`config.mk`:
```
export PLATFORM = sky130hd
export DESIGN_NAME = i2c_master_bit_sequencer_unit
export DESIGN_NICKNAME = d
export VERILOG_FILES = /design/src/hw/rtl/i2cm_pkg.sv /design/src/hw/rtl/i2c_master_bit_sequencer_unit.sv
export SDC_FILE = /design/constraint.sdc
export NUM_CORES = 1
export LEC_CHECK = 0
export ABC_AREA = 1
export BUFFER_PORTS_ARGS = -buffer_cell sky130_fd_sc_hd__buf_2
export CORE_ASPECT_RATIO = 0.9
export CORE_MARGIN = 1
export CORE_UTILIZATION = 59
export CTS_CLUSTER_SIZE = 14
export DETAILED_ROUTE_END_ITERATION = 6
export PLACE_DENSITY = 0.87
export SLEW_MARGIN = 5
export SYNTH_ARGS = -nofsm -noshare
export SYNTH_HDL_FRONTEND = slang
export SYNTH_SLANG_ARGS = --single-unit
```
`constraint.sdc`:
```
create_clock -name aclk -period 3.85 [get_ports aclk]
set_input_delay 0 -clock aclk [delete_from_list [all_inputs] [get_ports aclk]]
set_output_delay 0 -clock aclk [all_outputs]
set_load 0.005 [all_outputs]
```
`src/hw/rtl/i2cm_pkg.sv`:
```
package i2cm_pkg;

    localparam logic [7:0] ACK_TIMEOUT_RST = 8'd250;
    localparam logic [2:0] LAST_BIT        = 3'd7;

    typedef enum logic [2:0] {
        CMD_NONE  = 3'd0,
        CMD_START = 3'd1,
        CMD_STOP  = 3'd2,
        CMD_WRITE = 3'd3,
        CMD_WAIT  = 3'd4,
        CMD_READ  = 3'd5
    } cmd_t;

    typedef enum logic [4:0] {
        PH_IDLE    = 5'd0,
        PH_START0  = 5'd1,
        PH_START1  = 5'd2,
        PH_START2  = 5'd3,
        PH_STOP0   = 5'd4,
        PH_STOP1   = 5'd5,
        PH_STOP2   = 5'd6,
        PH_FAILEND = 5'd7,
        PH_WR_LOW  = 5'd8,
        PH_WR_HIGH = 5'd9,
        PH_WR_END  = 5'd10,
        PH_WA_REL  = 5'd11,
        PH_WA_HIGH = 5'd12,
        PH_WA_POLL = 5'd13,
        PH_RD_HIGH = 5'd14,
        PH_RD_LOW  = 5'd15,
        PH_ACK0    = 5'd16,
        PH_ACK1    = 5'd17,
        PH_ACK2    = 5'd18,
        PH_ACK3    = 5'd19
    } phase_t;

    typedef struct packed {
        logic [2:0] command;
        logic [7:0] write_data;
        logic       send_ack;
        logic       sda_in;
    } in_word_t;

    typedef struct packed {
        logic       scl_out;
        logic       sda_out;
        logic       busy_res;
        logic       done_res;
        logic [7:0] read_data;
        logic       ack_failed;
    } out_word_t;

endpackage

```
`src/hw/rtl/i2c_master_bit_sequencer_unit.sv`:
```
// channel   ports                      payload
// input     s_valid s_ready s_data     in_word_t  (one half-bit tick)
// result    m_valid m_ready m_data     out_word_t (bus levels and flags)
// config    cfg_wr_en cfg_wr_data      ack timeout, 8 bits
//
// one word per clock sustained while m_ready stays high; a result word is registered after its input word is taken
// the input register feeds the sequencer logic, which loads the result register
// while a result word waits, the input register holds one word and s_ready stays low
// until m_ready returns
// aresetn is synchronous active low; it clears the sequencer to idle, bus released
module i2c_master_bit_sequencer_unit
    import i2cm_pkg::*;
(
    input  logic      aclk,
    input  logic      aresetn,
    input  logic      s_valid,
    output logic      s_ready,
    input  in_word_t  s_data,
    output logic      m_valid,
    input  logic      m_ready,
    output out_word_t m_data,
    input  logic      cfg_wr_en,
    input  logic [7:0] cfg_wr_data
);

    logic       in_valid_reg;
    in_word_t   in_data_reg;
    logic       out_valid_reg;
    out_word_t  out_data_reg;
    logic       advance;

    logic [7:0] ack_timeout_reg;
    phase_t     phase_reg, phase_next;
    cmd_t       op_reg, op_next;
    logic [2:0] bit_cnt_reg, bit_cnt_next;
    logic [7:0] shift_reg, shift_next;
    logic [7:0] poll_cnt_reg, poll_cnt_next;
    logic       scl_reg, scl_next;
    logic       sda_reg, sda_next;
    logic       ack_fail_reg, ack_fail_next;
    logic [7:0] rd_data_reg, rd_data_next;
    logic       ack_sel_reg, ack_sel_next;

    phase_t     eff_phase;
    cmd_t       eff_op;
    logic [2:0] eff_bit_cnt;
    logic [7:0] eff_shift;
    logic [7:0] eff_poll_cnt;
    logic       eff_ack_sel;
    logic [7:0] poll_inc;
    logic       done;
    out_word_t  res;

    assign advance = in_valid_reg && (!out_valid_reg || m_ready);
    assign s_ready = !in_valid_reg || advance;
    assign m_valid = out_valid_reg;
    assign m_data  = out_data_reg;

    always_ff @(posedge aclk) begin
        if (!aresetn) begin
            in_valid_reg  <= 1'b0;
            out_valid_reg <= 1'b0;
        end else begin
            if (s_ready) begin
                in_valid_reg <= s_valid;
            end
            if (advance) begin
                out_valid_reg <= 1'b1;
            end else if (m_ready) begin
                out_valid_reg <= 1'b0;
            end
        end
    end

    always_ff @(posedge aclk) begin
        if (s_ready && s_valid) begin
            in_data_reg <= s_data;
        end
        if (advance) begin
            out_data_reg <= res;
        end
    end

    always_ff @(posedge aclk) begin
        if (!aresetn) begin
            ack_timeout_reg <= ACK_TIMEOUT_RST;
        end else if (cfg_wr_en) begin
            ack_timeout_reg <= cfg_wr_data;
        end
    end

    always_ff @(posedge aclk) begin
        if (!aresetn) begin
            phase_reg    <= PH_IDLE;
            op_reg       <= CMD_NONE;
            bit_cnt_reg  <= '0;
            shift_reg    <= '0;
            poll_cnt_reg <= '0;
            scl_reg      <= 1'b1;
            sda_reg      <= 1'b1;
            ack_fail_reg <= 1'b0;
            rd_data_reg  <= '0;
            ack_sel_reg  <= 1'b0;
        end else if (advance) begin
            phase_reg    <= phase_next;
            op_reg       <= op_next;
            bit_cnt_reg  <= bit_cnt_next;
            shift_reg    <= shift_next;
            poll_cnt_reg <= poll_cnt_next;
            scl_reg      <= scl_next;
            sda_reg      <= sda_next;
            ack_fail_reg <= ack_fail_next;
            rd_data_reg  <= rd_data_next;
            ack_sel_reg  <= ack_sel_next;
        end
    end

    // command capture on an idle tick
    always_comb begin
        eff_phase    = phase_reg;
        eff_op       = op_reg;
        eff_bit_cnt  = bit_cnt_reg;
        eff_shift    = shift_reg;
        eff_poll_cnt = poll_cnt_reg;
        eff_ack_sel  = ack_sel_reg;
        if (phase_reg == PH_IDLE) begin
            unique case (in_data_reg.command)
                CMD_START: eff_phase = PH_START0;
                CMD_STOP:  eff_phase = PH_STOP0;
                CMD_WRITE: begin
                    eff_phase = PH_WR_LOW;
                    eff_shift = in_data_reg.write_data;
                end
                CMD_WAIT:  eff_phase = PH_WA_REL;
                CMD_READ: begin
                    eff_phase   = PH_RD_HIGH;
                    eff_shift   = '0;
                    eff_ack_sel = in_data_reg.send_ack;
                end
                default: ;
            endcase
            if (eff_phase != PH_IDLE) begin
                eff_op       = cmd_t'(in_data_reg.command);
                eff_bit_cnt  = '0;
                eff_poll_cnt = '0;
            end
        end
    end

    assign poll_inc = eff_poll_cnt + 8'd1;

    // next state
    always_comb begin
        phase_next    = PH_IDLE;
        op_next       = eff_op;
        bit_cnt_next  = eff_bit_cnt;
        shift_next    = eff_shift;
        poll_cnt_next = eff_poll_cnt;
        scl_next      = scl_reg;
        sda_next      = sda_reg;
        ack_fail_next = ack_fail_reg;
        rd_data_next  = rd_data_reg;
        ack_sel_next  = eff_ack_sel;
        unique case (eff_phase)
            PH_IDLE: ;
            PH_START0: begin
                scl_next   = 1'b1;
                sda_next   = 1'b1;
                phase_next = PH_START1;
            end
            PH_START1: begin
                sda_next   = 1'b0;
                phase_next = PH_START2;
            end
            PH_START2: scl_next = 1'b0;
            PH_STOP0: begin
                sda_next   = 1'b0;
                phase_next = PH_STOP1;
            end
            PH_STOP1: begin
                scl_next   = 1'b1;
                phase_next = PH_STOP2;
            end
            PH_STOP2: begin
                sda_next = 1'b1;
                if (eff_op == CMD_WAIT) begin
                    phase_next = PH_FAILEND;
                end
            end
            PH_FAILEND, PH_WR_END, PH_WA_REL: begin
                scl_next = 1'b0;
                sda_next = 1'b1;
                if (eff_phase == PH_WA_REL) begin
                    phase_next = PH_WA_HIGH;
                end
            end
            PH_WR_LOW: begin
                scl_next   = 1'b0;
                sda_next   = eff_shift[7];
                phase_next = PH_WR_HIGH;
            end
            PH_WR_HIGH: begin
                scl_next   = 1'b1;
                shift_next = {eff_shift[6:0], 1'b0};
                if (eff_bit_cnt == LAST_BIT) begin
                    phase_next = PH_WR_END;
                end else begin
                    bit_cnt_next = eff_bit_cnt + 3'd1;
                    phase_next   = PH_WR_LOW;
                end
            end
            PH_WA_HIGH: begin
                scl_next   = 1'b1;
                phase_next = PH_WA_POLL;
            end
            PH_WA_POLL: begin
                if (!in_data_reg.sda_in) begin
                    scl_next      = 1'b0;
                    sda_next      = 1'b1;
                    ack_fail_next = 1'b0;
                end else begin
                    poll_cnt_next = poll_inc;
                    if (poll_inc > ack_timeout_reg) begin
                        // timeout: first stop step on this tick, scl stays high
                        ack_fail_next = 1'b1;
                        sda_next      = 1'b0;
                        phase_next    = PH_STOP1;
                    end else begin
                        phase_next = PH_WA_POLL;
                    end
                end
            end
            PH_RD_HIGH: begin
                scl_next   = 1'b1;
                sda_next   = 1'b1;
                shift_next = {eff_shift[6:0], in_data_reg.sda_in};
                phase_next = PH_RD_LOW;
            end
            PH_RD_LOW: begin
                scl_next = 1'b0;
                if (eff_bit_cnt == LAST_BIT) begin
                    rd_data_next = eff_shift;
                    phase_next   = PH_ACK0;
                end else begin
                    bit_cnt_next = eff_bit_cnt + 3'd1;
                    phase_next   = PH_RD_HIGH;
                end
            end
            PH_ACK0: begin
                scl_next   = 1'b0;
                sda_next   = !eff_ack_sel;
                phase_next = PH_ACK1;
            end
            PH_ACK1: begin
                scl_next   = 1'b1;
                phase_next = PH_ACK2;
            end
            PH_ACK2: begin
                scl_next = 1'b0;
                if (eff_ack_sel) begin
                    phase_next = PH_ACK3;
                end
            end
            PH_ACK3: sda_next = 1'b1;
            default: ;
        endcase
    end

    // outputs
    always_comb begin
        unique case (eff_phase)
            PH_START2, PH_FAILEND, PH_WR_END, PH_ACK3: done = 1'b1;
            PH_STOP2:   done = (eff_op != CMD_WAIT);
            PH_WA_POLL: done = !in_data_reg.sda_in;
            PH_ACK2:    done = !eff_ack_sel;
            default:    done = 1'b0;
        endcase
        res.scl_out    = scl_next;
        res.sda_out    = sda_next;
        res.busy_res   = (phase_next != PH_IDLE);
        res.done_res   = done;
        res.read_data  = rd_data_next;
        res.ack_failed = ack_fail_next;
    end

`ifndef SYNTHESIS
    a_state_holds: assert property (@(posedge aclk) disable iff (!aresetn)
        !advance |=> $stable(phase_reg) && $stable(shift_reg))
        else $error("sequencer state moved without a word");

    a_ready_full: assert property (@(posedge aclk) disable iff (!aresetn)
        !s_ready |-> in_valid_reg && out_valid_reg)
        else $error("input stalled while a stage is free");

    a_done_idle: assert property (@(posedge aclk) disable iff (!aresetn)
        advance && res.done_res |-> !res.busy_res)
        else $error("done word still reports busy");

    a_fail_wait: assert property (@(posedge aclk) disable iff (!aresetn)
        $rose(ack_fail_reg) |-> op_reg == CMD_WAIT)
        else $error("ack failure outside wait-ack");
`endif

endmodule

```
==> impl_metrics.csv <==
group,metric,value,unit
outcome,run_status,"finished, final reports clean",
timing,setup_viol,0,
synthesis,syn_avg_cell_area,7.61,um^2
finish,layout.nets,658,
synthesis,synth.cell_area,4260,um^2
timing,rsz0062_at_grt,"false",
global_routing,use_met3,7.33,%
critical_path,regToRegSetupSlack,0.24,ns
timing,worst_slew_pin_slew,0.560,ns
global_routing,grt_pass1_vias,3655,
routing,dr.pass1.iters,5,
critical_path,r2r-start,"in_data_reg[12]",
routing,wirelength,10900,um
timing,fin_hold_ws,0.0239,ns
global_routing,grt_antenna_before_repair,0,
placed_design,gp_congestion,0.928,
cts,cts_tree,"built",
placed_design,numPortBuffers,40,
routing,vias,4096,
critical_path,cp-start-kind,"register",
global_routing,grt-ovfl-total,0,
cts,cts_resized,0,
timing,fin_crit_sh,93.7,%
timing,fin_crit,3.61,ns
timing,finalWorstSetupSlack,0.242,ns
placed_design,hpwlAfterDp,7470,um
critical_path,arrival,3.86,ns
finish,area_growth,16.9,%
timing,finalMaxSlewViolations,0,
critical_path,end_kind,"register",
critical_path,crit_fanout,16,
routing,ant_nets,0,
synthesis,seq_area_frac_synth,41.4,%
placed_design,dpl_cell_area,4510,um^2
global_routing,grt_pass1_wl,16900,um
timing,skew,0.00932,ns
power_and_ir_drop,power,2.03,mW
cts,htree_levels,3,
synthesis,ys_top_cells_by_count,"105 x nand2_1, 68 x inv_1, 64 x nor2_1",
floorplanning,start_util,60.8,%
global_routing,grt_max_degree,42,
critical_path,path_class,"reg2reg",
cts,ctsHoldBuffers,25,
global_routing,grt.total_usage,29.2,%
power_and_ir_drop,max-vdd-ir-drop,0.295,mV
cts,cts_buffers,9,
run,maxCapViolCount,0,
global_routing,top_usage_layer,"met2",
finish,drive_gt1_share,20.1,%
cts,insertion_delay,0.35,ns
cts,cts_buffer_depth,2,
cts,clock-sinks,75,
min_path,hold_path.class,"in2reg",
floorplanning,coreArea,7000,um^2
synthesis,synth_flop_cell,"dfxtp_1",
min_path,hold_depth,2,
finish,fin_area,4980,um^2
synthesis,synth_warnings,0,
synthesis,synth-seq-cells,75,
floorplanning,die_h,82.6,um
placed_design,place_ws,0.317,ns
routing,viasPerCell,5.69,
floorplanning,rows,29,
critical_path,r2r_cells,18,
min_path,whs_endpoint,"ack_timeout_reg[3]",
critical_path,reg2reg_to,"ack_fail_reg",
cts,root_buffer,"clkbuf_8",
floorplanning,ios,41,
synthesis,yosysUniqueCellTypes,41,
routing,drt_iter0_markers,291,
timing,finalSetupTns,0,ns
synthesis,netlist_instances,560,
finish,antennaDiodeCount,0,
synthesis,yosysMostFrequentCell,"nand2_1",
routing,wire_per_inst,15.1,um
min_path,min-delay-start,"cfg_wr_en",
synthesis,synth-edff-count,26,
global_routing,use_met1,32.7,%
timing,slew_headroom,62.6,%
power_and_ir_drop,leakage,2.31,nW
synthesis,synth_top_cell_by_area,"dfxtp_1",
synthesis,syn_nets,596,
floorplanning,die_w,91.6,um
floorplanning,dieArea,7570,um^2
cts,clkTransAtPathRegs,0.09,ns
power_and_ir_drop,power.density,407,nW/um^2
synthesis,synth_top_area_share,23.0,%
timing,hold_viol_final,0,
synthesis,synthArstFlopShare,0,%
timing,fmax,277,MHz
critical_path,cp.required,4.10,ns
routing,drc,0,
global_routing,grtUsageMet2,53.8,%
synthesis,synthTopCellsByArea,"dfxtp_1 23%, edfxtp_1 18%, nand2_1 9.3%",
cts,postCtsSetupRepairBufs,0,
power by group:
part / total, mW / switching (mW) / leakage [nW] / internal [mW]
logic: 0.432 / 0.290 / 1.55 / 0.142
registers: 0.901 / 0.0275 / 0.650 / 0.873
clock network: 0.695 / 0.322 / 0.111 / 0.372
total: 2.03 / 0.640 / 2.31 / 1.39
cell usage in the layout, fill, tap and decap left out, types with 2 or more instances in the layout:
master         count
o21ai_2           14
nor3_1             5
bufinv_16          2
nand4_1            6
dfxtp_1           49
dlygate4sd3_1     25
o211ai_1           3
nand3_2            3
nand2_1          105
inv_6              2
a22oi_1            7
o21ai_1            5
a21oi_2            3
ha_1              10
nand2_4            5
inv_2              7
xor2_1             3
nor2_1            64
nand3_1           34
buf_4              3
buf_2             40
inv_1             68
nor2_2             5
nand2_2           18
nor2_4             9
a21oi_1           47
clkinv_4           2
o21ai_0           33
clkbuf_8           9
edfxtp_1          26
o21a_1             2
worst max-delay path by stage:
stage | end | startpoint | slack [ns]
floorplan | ack_fail_reg | in_data_reg[12] | 0.73
finish | ack_fail_reg | in_data_reg[12] | 0.24
global route | ack_fail_reg | in_data_reg[10] | 0.006
CTS | ack_fail_reg | in_data_reg[12] | 0.30
global placement | ack_fail_reg | in_data_reg[12] | 0.53
detailed placement | ack_fail_reg | in_data_reg[12] | 0.32
layout make-up:
| type | count | area (um^2) |
|---|---|---|
| fillers | 548 | 2020 |
| well taps | 93 | 116 |
| flip-flops and latches | 75 | 1760 |
| multi-input cells | 392 | 2120 |
| repair buffers | 68 | 473 |
| clock inverters | 6 | 95.1 |
| inverters | 76 | 288 |
| clock buffers | 10 | 128 |
worst max-delay path, stage by stage (launching register included):
cell	delay [ns]
edfxtp_1	0.48
inv_2	0.15
nor2_4	0.06
nor2_2	0.16
nand2_2	0.10
nand2_4	0.11
nand3_4	0.20
nor2_1	0.23
ha_1	0.27
nand4_1	0.14
xor2_1	0.20
inv_1	0.06
ha_1	0.27
nand4_1	0.11
o32ai_1	0.45
nor2_1	0.12
o21a_1	0.20
o21ai_0	0.14
inv_1	0.05
routing by layer:
layer | routed length (um) | part of all wire (%) | vias to the layer above
li1 | - | - | 1959
met1 | 4280 | 39 | 1887
met4 | 279 | 2.6 | 0
met5 | 0 | 0 | -
met2 | 5330 | 49 | 213
met3 | 976 | 9.0 | 37
through the flow:
stage,cells,utilization (%)
floorplan,560,-
global placement,679,64.4
detailed placement,679,64.4
CTS,720,71.1
global route,720,71.1
finish,720,71.1
cells by family after synthesis:
kind of cell | Yosys count | synth area share, %
compound gates | 119 | 16.5
simple gates | 260 | 29.7
xor+xnor | 3 | 0.617
flops | 75 | 41.4
fa+ha+maj | 10 | 2.94
buf+inv | 93 | 8.93
No activity file was read; power rests on OpenSTA's default activity.
